File: src/hdl/dcdd_pkg.sv
// Shared types and constants of the decimal counter display driver.
package dcdd_pkg;

	localparam int ValueWidth = 16;
	localparam int MaxDigits  = 5;
	localparam int BcdDigits  = 5;
	localparam int BcdWidth   = 4 * BcdDigits;
	localparam int BitCountW  = $clog2(ValueWidth);
	localparam int CountWidth = 3;
	localparam int XWidth     = 11;
	localparam int AreaWidth  = 9;
	localparam int IndexWidth = 3;

	localparam logic [IndexWidth-1:0] CFG_ORIGIN_X      = 3'd0;
	localparam logic [IndexWidth-1:0] CFG_DIGIT_WIDTH   = 3'd1;
	localparam logic [IndexWidth-1:0] CFG_DIGIT_COUNT   = 3'd2;
	localparam logic [IndexWidth-1:0] CFG_ALWAYS_RED    = 3'd3;
	localparam logic [IndexWidth-1:0] CFG_PERCENT_MODE  = 3'd4;
	localparam logic [IndexWidth-1:0] CFG_PERCENT_GRAY  = 3'd5;
	localparam logic [IndexWidth-1:0] CFG_NEUTRAL_COLOR = 3'd6;

	localparam logic [ValueWidth-1:0]        SkipMagnitude = 16'd1994;
	localparam logic signed [ValueWidth-1:0] NegLimitTwo   = -16'sd9;
	localparam logic signed [ValueWidth-1:0] NegLimitThree = -16'sd99;
	localparam logic [ValueWidth-1:0]        MagLimitTwo   = 16'd9;
	localparam logic [ValueWidth-1:0]        MagLimitThree = 16'd99;

	typedef enum logic [1:0] {
		CMD_CLEAR   = 2'd0,
		CMD_DIGIT   = 2'd1,
		CMD_MINUS   = 2'd2,
		CMD_PERCENT = 2'd3
	} cmd_t;

	typedef struct packed {
		logic [9:0] origin_x;
		logic [5:0] digit_width;
		logic       always_red;
		logic       percent_mode;
		logic       percent_gray;
	} cfg_t;

	typedef struct packed {
		logic [ValueWidth-1:0] mag;
		logic                  neg;
		logic                  tr;
		logic [CountWidth-1:0] cnt;
		logic                  skip;
	} job_t;

endpackage

File: src/hdl/dcdd_bcd.sv
// Bit-serial binary to decimal converter using the shift-and-add-three method.
module dcdd_bcd (
	input  logic                            clk,
	input  logic                            arst_n,
	input  logic                            start,
	input  logic [dcdd_pkg::ValueWidth-1:0] bin,
	output logic                            done,
	output logic [dcdd_pkg::BcdWidth-1:0]   bcd
);

	logic [dcdd_pkg::ValueWidth-1:0] bin_q;
	logic [dcdd_pkg::BcdWidth-1:0]   bcd_q;
	logic [dcdd_pkg::BcdWidth-1:0]   adj;
	logic [dcdd_pkg::BitCountW-1:0]  cnt_q;
	logic                            busy_q;
	logic                            done_q;

	always_comb begin
		for (int i = 0; i < dcdd_pkg::BcdDigits; i++) begin
			if (bcd_q[4*i +: 4] >= 4'd5) begin
				adj[4*i +: 4] = bcd_q[4*i +: 4] + 4'd3;
			end else begin
				adj[4*i +: 4] = bcd_q[4*i +: 4];
			end
		end
	end

	always_ff @(posedge clk or negedge arst_n) begin
		if (!arst_n) begin
			busy_q <= 1'b0;
			done_q <= 1'b0;
			cnt_q  <= '0;
		end else if (start) begin
			busy_q <= 1'b1;
			done_q <= 1'b0;
			cnt_q  <= '0;
			bin_q  <= bin;
			bcd_q  <= '0;
		end else if (busy_q) begin
			bcd_q <= {adj[dcdd_pkg::BcdWidth-2:0], bin_q[dcdd_pkg::ValueWidth-1]};
			bin_q <= {bin_q[dcdd_pkg::ValueWidth-2:0], 1'b0};
			cnt_q <= cnt_q + 1'b1;
			if (cnt_q == dcdd_pkg::BitCountW'(dcdd_pkg::ValueWidth - 1)) begin
				busy_q <= 1'b0;
				done_q <= 1'b1;
			end
		end
	end

	assign done = done_q;
	assign bcd  = bcd_q;

endmodule

File: src/hdl/dcdd_emit.sv
// Command sequencer with output register for one redraw of the number field.
module dcdd_emit (
	input  logic                                clk,
	input  logic                                arst_n,
	input  logic                                start,
	input  dcdd_pkg::job_t                      job,
	input  dcdd_pkg::cfg_t                      cfg,
	output logic                                busy,
	output logic                                out_valid,
	input  logic                                out_ready,
	output logic [1:0]                          command,
	output logic signed [dcdd_pkg::XWidth-1:0]  x_pos,
	output logic [dcdd_pkg::AreaWidth-1:0]      area_width,
	output logic [3:0]                          digit,
	output logic                                translate,
	output logic                                use_gray,
	output logic                                last
);

	typedef enum logic [2:0] {
		S_IDLE,
		S_CONV,
		S_PCT,
		S_CLR,
		S_DIG,
		S_MINUS
	} state_t;

	state_t                               state_q;
	dcdd_pkg::job_t                       job_q;
	logic [dcdd_pkg::AreaWidth-1:0]       area_q;
	logic [dcdd_pkg::BcdWidth-1:0]        digits_q;
	logic signed [dcdd_pkg::XWidth-1:0]   x_q;
	logic [dcdd_pkg::CountWidth-1:0]      left_q;
	logic                                 out_valid_q;
	dcdd_pkg::cmd_t                       cmd_q;
	logic signed [dcdd_pkg::XWidth-1:0]   xo_q;
	logic [dcdd_pkg::AreaWidth-1:0]       aw_q;
	logic [3:0]                           dig_q;
	logic                                 tr_q;
	logic                                 gray_q;
	logic                                 last_q;

	logic                                 bcd_done;
	logic [dcdd_pkg::BcdWidth-1:0]        bcd_value;
	logic [dcdd_pkg::AreaWidth-1:0]       area;
	logic signed [dcdd_pkg::XWidth-1:0]   origin;
	logic signed [dcdd_pkg::XWidth-1:0]   w_ext;
	logic signed [dcdd_pkg::XWidth-1:0]   x_next;
	logic                                 room;
	logic                                 fire;
	logic                                 dig_done;

	dcdd_bcd u_bcd (
		.clk    (clk),
		.arst_n (arst_n),
		.start  (start),
		.bin    (job.mag),
		.done   (bcd_done),
		.bcd    (bcd_value)
	);

	assign area     = dcdd_pkg::AreaWidth'(job.cnt) * dcdd_pkg::AreaWidth'(cfg.digit_width);
	assign origin   = {1'b0, cfg.origin_x};
	assign w_ext    = {5'b0, cfg.digit_width};
	assign x_next   = x_q - w_ext;
	assign room     = !out_valid_q || out_ready;
	assign fire     = room && (state_q inside {S_PCT, S_CLR, S_DIG, S_MINUS});
	assign dig_done = (digits_q[dcdd_pkg::BcdWidth-1:4] == '0) || (left_q == 3'd1);

	always_ff @(posedge clk or negedge arst_n) begin
		if (!arst_n) begin
			state_q     <= S_IDLE;
			out_valid_q <= 1'b0;
		end else begin
			if (fire) begin
				out_valid_q <= 1'b1;
			end else if (out_ready) begin
				out_valid_q <= 1'b0;
			end
			case (state_q)
				S_IDLE: begin
					if (start) begin
						job_q   <= job;
						area_q  <= area;
						state_q <= S_CONV;
					end
				end
				S_CONV: begin
					if (bcd_done) begin
						digits_q <= bcd_value;
						x_q      <= origin;
						left_q   <= job_q.cnt;
						state_q  <= cfg.percent_mode ? S_PCT : S_CLR;
					end
				end
				S_PCT: begin
					if (room) begin
						cmd_q       <= dcdd_pkg::CMD_PERCENT;
						xo_q        <= origin;
						aw_q        <= '0;
						dig_q       <= '0;
						tr_q        <= !cfg.always_red;
						gray_q      <= cfg.percent_gray;
						last_q      <= 1'b0;
						state_q     <= S_CLR;
					end
				end
				S_CLR: begin
					if (room) begin
						cmd_q       <= dcdd_pkg::CMD_CLEAR;
						xo_q        <= origin - {2'b0, area_q};
						aw_q        <= area_q;
						dig_q       <= '0;
						tr_q        <= 1'b0;
						gray_q      <= 1'b0;
						last_q      <= job_q.skip;
						state_q     <= job_q.skip ? S_IDLE : S_DIG;
					end
				end
				S_DIG: begin
					if (room) begin
						cmd_q       <= dcdd_pkg::CMD_DIGIT;
						xo_q        <= x_next;
						aw_q        <= '0;
						dig_q       <= digits_q[3:0];
						tr_q        <= job_q.tr;
						gray_q      <= 1'b0;
						last_q      <= dig_done && !job_q.neg;
						x_q         <= x_next;
						digits_q    <= {4'b0, digits_q[dcdd_pkg::BcdWidth-1:4]};
						left_q      <= left_q - 1'b1;
						if (dig_done) begin
							state_q <= job_q.neg ? S_MINUS : S_IDLE;
						end
					end
				end
				S_MINUS: begin
					if (room) begin
						cmd_q       <= dcdd_pkg::CMD_MINUS;
						xo_q        <= x_next;
						aw_q        <= '0;
						dig_q       <= '0;
						tr_q        <= job_q.tr;
						gray_q      <= 1'b0;
						last_q      <= 1'b1;
						state_q     <= S_IDLE;
					end
				end
				default: begin
					state_q <= S_IDLE;
				end
			endcase
		end
	end

	assign busy       = (state_q != S_IDLE);
	assign out_valid  = out_valid_q;
	assign command    = cmd_q;
	assign x_pos      = xo_q;
	assign area_width = aw_q;
	assign digit      = dig_q;
	assign translate  = tr_q;
	assign use_gray   = gray_q;
	assign last       = last_q;

	a_start_idle: assert property (@(posedge clk) disable iff (!arst_n)
		start |-> state_q == S_IDLE)
		else $error("A redraw was started while the sequencer was busy.");

	a_digits_left: assert property (@(posedge clk) disable iff (!arst_n)
		state_q == S_DIG |-> left_q != '0)
		else $error("Digit emission continued with no digit positions left.");

	a_minus_ends: assert property (@(posedge clk) disable iff (!arst_n)
		(state_q == S_MINUS && room) |=> (state_q == S_IDLE && out_valid_q && last_q))
		else $error("The minus sign did not close the redraw.");

endmodule

File: src/hdl/decimal_counter_display_driver_core.sv
// Top level of the decimal counter display driver: registers, input stage and sequencer.
//
//   Channel  Signals                                         Direction
//   cfg      cfg_valid, cfg_ready, cfg_index, cfg_data        in
//   in       in_valid, in_ready, value, color_code, ...       in
//   out      out_valid, out_ready, command, x_pos, ...        out
//
// An input transaction that causes no redraw ends when it is accepted.
// After acceptance a redraw runs a bit-serial binary to decimal conversion, then issues
// its commands into the output register: between 1 and 8 commands.
// The input stays stalled until the last command is in the output register; a stalled
// output holds the sequencer. Reset sets the configuration registers to their default
// values and the last shown value to zero; the configuration port is always ready.
module decimal_counter_display_driver_core (
	input  logic                                       clk,
	input  logic                                       arst_n,
	input  logic                                       cfg_valid,
	output logic                                       cfg_ready,
	input  logic [dcdd_pkg::IndexWidth-1:0]            cfg_index,
	input  logic [9:0]                                 cfg_data,
	input  logic                                       in_valid,
	output logic                                       in_ready,
	input  logic signed [dcdd_pkg::ValueWidth-1:0]     value,
	input  logic [3:0]                                 color_code,
	input  logic                                       refresh,
	input  logic                                       enabled,
	output logic                                       out_valid,
	input  logic                                       out_ready,
	output logic [1:0]                                 command,
	output logic signed [dcdd_pkg::XWidth-1:0]         x_pos,
	output logic [dcdd_pkg::AreaWidth-1:0]             area_width,
	output logic [3:0]                                 digit,
	output logic                                       translate,
	output logic                                       use_gray,
	output logic                                       last
);

	logic [9:0]                              origin_x_q;
	logic [5:0]                              digit_width_q;
	logic [2:0]                              digit_count_q;
	logic                                    always_red_q;
	logic                                    percent_mode_q;
	logic                                    percent_gray_q;
	logic [3:0]                              neutral_color_q;
	logic signed [dcdd_pkg::ValueWidth-1:0]  last_value_q;

	logic                                    busy;
	logic                                    accept;
	logic                                    redraw;
	logic                                    start;
	logic [dcdd_pkg::CountWidth-1:0]         cnt;
	logic signed [dcdd_pkg::ValueWidth:0]    neg_value;
	dcdd_pkg::job_t                          job;
	dcdd_pkg::cfg_t                          cfg;

	always_ff @(posedge clk or negedge arst_n) begin
		if (!arst_n) begin
			origin_x_q      <= '0;
			digit_width_q   <= 6'd14;
			digit_count_q   <= 3'd3;
			always_red_q    <= 1'b0;
			percent_mode_q  <= 1'b0;
			percent_gray_q  <= 1'b0;
			neutral_color_q <= '0;
		end else if (cfg_valid) begin
			case (cfg_index)
				dcdd_pkg::CFG_ORIGIN_X:      origin_x_q      <= cfg_data;
				dcdd_pkg::CFG_DIGIT_WIDTH:   digit_width_q   <= cfg_data[5:0];
				dcdd_pkg::CFG_DIGIT_COUNT:   digit_count_q   <= cfg_data[2:0];
				dcdd_pkg::CFG_ALWAYS_RED:    always_red_q    <= cfg_data[0];
				dcdd_pkg::CFG_PERCENT_MODE:  percent_mode_q  <= cfg_data[0];
				dcdd_pkg::CFG_PERCENT_GRAY:  percent_gray_q  <= cfg_data[0];
				dcdd_pkg::CFG_NEUTRAL_COLOR: neutral_color_q <= cfg_data[3:0];
				default: begin
				end
			endcase
		end
	end

	assign cfg_ready = 1'b1;
	assign in_ready  = !busy;
	assign accept    = in_valid && in_ready;
	assign redraw    = enabled && (value != last_value_q || refresh);
	assign start     = accept && redraw;

	always_ff @(posedge clk or negedge arst_n) begin
		if (!arst_n) begin
			last_value_q <= '0;
		end else if (start) begin
			last_value_q <= value;
		end
	end

	always_comb begin
		if (digit_count_q == 3'd0) begin
			cnt = 3'd1;
		end else if (digit_count_q > dcdd_pkg::CountWidth'(dcdd_pkg::MaxDigits)) begin
			cnt = dcdd_pkg::CountWidth'(dcdd_pkg::MaxDigits);
		end else begin
			cnt = digit_count_q;
		end
		neg_value = -{value[dcdd_pkg::ValueWidth-1], value};
		job.neg   = value[dcdd_pkg::ValueWidth-1];
		job.cnt   = cnt;
		job.tr    = (color_code != neutral_color_q) && !always_red_q;
		if (job.neg && cnt == 3'd2 && value < dcdd_pkg::NegLimitTwo) begin
			job.mag = dcdd_pkg::MagLimitTwo;
		end else if (job.neg && cnt == 3'd3 && value < dcdd_pkg::NegLimitThree) begin
			job.mag = dcdd_pkg::MagLimitThree;
		end else if (job.neg) begin
			job.mag = neg_value[dcdd_pkg::ValueWidth-1:0];
		end else begin
			job.mag = value;
		end
		job.skip = (job.mag == dcdd_pkg::SkipMagnitude);
	end

	assign cfg.origin_x     = origin_x_q;
	assign cfg.digit_width  = digit_width_q;
	assign cfg.always_red   = always_red_q;
	assign cfg.percent_mode = percent_mode_q;
	assign cfg.percent_gray = percent_gray_q;

	dcdd_emit u_emit (
		.clk        (clk),
		.arst_n     (arst_n),
		.start      (start),
		.job        (job),
		.cfg        (cfg),
		.busy       (busy),
		.out_valid  (out_valid),
		.out_ready  (out_ready),
		.command    (command),
		.x_pos      (x_pos),
		.area_width (area_width),
		.digit      (digit),
		.translate  (translate),
		.use_gray   (use_gray),
		.last       (last)
	);

endmodule
File: config.mk
export PLATFORM = sky130hd
export DESIGN_NAME = decimal_counter_display_driver_core
export DESIGN_NICKNAME = d
export VERILOG_FILES = /design/src/hdl/dcdd_pkg.sv /design/src/hdl/dcdd_bcd.sv /design/src/hdl/dcdd_emit.sv /design/src/hdl/decimal_counter_display_driver_core.sv
export SDC_FILE = /design/constraint.sdc
export NUM_CORES = 1
export LEC_CHECK = 0
export BUFFER_PORTS_ARGS = -buffer_cell sky130_fd_sc_hd__buf_2
export CORE_UTILIZATION = 40
export DETAILED_ROUTE_END_ITERATION = 8
export PLACE_DENSITY_LB_ADDON = 0.3
export SKIP_CTS_REPAIR_TIMING = 1
export SYNTH_ARGS = -nofsm -noshare
export SYNTH_HDL_FRONTEND = slang
export SYNTH_SLANG_ARGS = --single-unit
File: constraint.sdc
create_clock -name clk -period 8.6 [get_ports clk]
set_clock_uncertainty 0.05 [all_clocks]
set_input_delay 0.86 -clock clk [delete_from_list [all_inputs] [get_ports clk]]
set_output_delay 0.86 -clock clk [all_outputs]
set_load 0.01 [all_outputs]
==> flow_summary.json <==
{
  "outcome": "completed",
  "ys_types": 68,
  "crit_path_end_kind": "register",
  "cts_tree": "yes",
  "path_clk_slew_ps": 70,
  "rsz0062_at_grt": "no",
  "cts_sinks": 166,
  "clock_path_buffers": 2,
  "path_class": "register to register",
  "grt_pass1_vias": 6505,
  "cpMaxStageDelayCell": "dfstp_2",
  "die_w_um": 157,
  "drtIter0Drc": 452,
  "path_buf_inv": 2,
  "finalPower_mw": 3.53,
  "yosys-top-cells-area": "edfxtp_1 (36%), dfrtp_1 (12%), nand2_1 (6.7%)",
  "fmax_ghz": 0.292,
  "drive_above_1_share_pct": 14.6,
  "wl_per_cell_um": 16.2,
  "synth_edf_count": 114,
  "holdWs_ps": 270,
  "instances_no_fill": 1322,
  "p_leak_nw": 4.34,
  "syn_area_um2": 9560,
  "yosysTopAreaCell": "edfxtp_1",
  "synth_top_area_share_pct": 35.8,
  "dp_cells": 1291,
  "gr-total-overflow": 0,
  "fin_crit_sh_pct": 39.9,
  "async_flop_share_pct": 31.3,
  "min_path_type": "input pin to asynchronous set/reset pin",
  "crit_family": "compound AO/OA/AOI/OAI gates",
  "yosys_warnings": 0,
  "vias": 6884,
  "slew_headroom_pct": 20.4,
  "r2r_slack_ps": 5170,
  "min_period_ps": 3430,
  "nets": 1077,
  "cp.required_ps": 8730,
  "dr.pass1.iters": 5,
  "start_util_pct": 40.7,
  "maxCapViolCount": 0,
  "track_usage_pct": 18.1,
  "antenna_left": 0,
  "dpl_worst_slack_ps": 5170,
  "slew_viol_final": 0,
  "placementRows": 56,
  "via_per_inst": 5.21,
  "dp_hpwl_um": 15200,
  "timing.setup.tns_ps": 0,
  "diodes": 0,
  "drc": 0,
  "portBuffers": 70,
  "powerDensity_nw_per_um2": 330,
  "h-tree-depth": 4,
  "rr_worst_depth": 12,
  "start_kind": "register",
  "stdcell_area_um2": 10700,
  "startpoint": "digit_count_q[1]",
  "cp.arrival_ps": 3560,
  "synth_seq_cells": 166,
  "placed_cell_area_um2": 10100,
  "reg2reg_from": "digit_count_q[1]",
  "antenna_found_initial": 0,
  "syn_inst": 945,
  "syn_to_final_growth_pct": 11.8,
  "fin_ws_ps": 5170,
  "gp_congestion": 0.864,
  "grt_pass1_wl_um": 34000,
  "ir_worst_vdd_mv": 0.150,
  "num_io_pins": 72,
  "regToRegEndpoint": "u_emit.area_q[8]",
  "dieArea_um2": 24500,
  "final_core_util_pct": 45.5,
  "synth-seq-area-share_pct": 49.5,
  "worstPathMaxFanout": 9,
  "grt_max_degree": 59,
  "die_y_um": 157,
  "worst_slew_pin_slew_ps": 1190,
  "numCtsBuffers": 17,
  "cts-root-buf": "clkbuf_16",
  "wirelength_um": 21400,
  "ys_dominant_reg_cell": "edfxtp_1",
  "syn_area_per_cell_um2": 10.1,
  "fp.coreArea_um2": 23500,
  "clkLatencyLatePin_ps": 430,
  "finalSetupViolCount": 0,
  "synth_nets": 1031,
  "crit_chain": "nor2b_1, o21bai_1, and2_1, fa_1, ha_1, inv_1, fa_1, inv_1, a21o_1, a21oi_1, o21bai_1, a21o_1",
  "finalHoldViolations": 0,
  "crit_cells": 12,
  "crit_path_max_incr_delay_ps": 550,
  "n_fill_cell": 2201
}
-- layout make-up --
cell class | count | area [um^2] | area share [%]
Clock buffer | 22 | 464 | 4.34
Inverter | 47 | 176 | 1.65
Multi-Input combinational cell | 680 | 4380 | 40.9
Sequential cell | 166 | 4730 | 44.2
Timing Repair Buffer | 79 | 420 | 3.93
Tap cell | 319 | 399 | 3.73
Clock inverter | 9 | 125 | 1.17
-- report_power, final --
group	internal [mW]	switching [mW]
registers	1.24	0.222
logic	0.529	0.761
clock network	0.469	0.314
-- cells by family after synthesis --
logic type / synth area share [%]
flops: 49.5
fa+ha+maj: 6.57
simple gates: 18.4
compound gates: 11.1
mux: 3.63
buf+inv: 4.93
other cells: 0.0392
xor+xnor: 5.86
-- sequential cells by signal, indices dropped and copies added (netlist names), 2 cells and up --
register and cells:
digit_count_q 3, digit_width_q 6, last_value_q 16, neutral_color_q 4
origin_x_q 10, u_emit.area_q 9, u_emit.area_width 9, u_emit.command 2
u_emit.digit 4, u_emit.digits_q 20, u_emit.job_q 6, u_emit.left_q 3
u_emit.state_q 3, u_emit.u_bcd.bcd 20, u_emit.u_bcd.bin_q 16, u_emit.u_bcd.cnt_q 4
u_emit.x_pos 11, u_emit.x_q 11
-- metal layers --
metal,vias up,part of all wire [%],GRT usage [%]
met1,3273,47,25.2
li1,3412,-,-
met5,-,0,0
met2,173,46,28.3
met3,26,5.8,3.71
met4,0,1.4,5.42
-- cell usage in the layout (no fill, tap or decap), types with 22 or more instances in the layout --
| cell | instances |
|---|---|
| buf_2 | 69 |
| a21oi_1 | 35 |
| edfxtp_1 | 114 |
| o21ai_0 | 63 |
| nor2_1 | 54 |
| nand2_1 | 170 |
| dfrtp_1 | 47 |
| nor3_1 | 22 |
| ha_1 | 39 |
| inv_1 | 46 |
| xnor2_1 | 44 |
-- synth_stat cells, drive strengths merged (24+ instances only) --
library cell  count
inv              46
buf              24
dfrtp            47
o21ai            66
a21oi            36
nor2             55
nor3             25
clkbuf           28
ha               39
nand2           170
xnor2            44
edfxtp          114
-- worst max-delay path by stage --
stage,slack [ps],endpoint
after floorplan,4160,u_emit.digits_q[0]
after global placement,5280,u_emit.area_q[8]
after detailed placement,5170,u_emit.area_q[8]
after CTS,5150,u_emit.area_q[8]
after global routing,4890,u_emit.area_q[8]
final,5170,u_emit.area_q[8]
(Power assumes the default switching activity.)
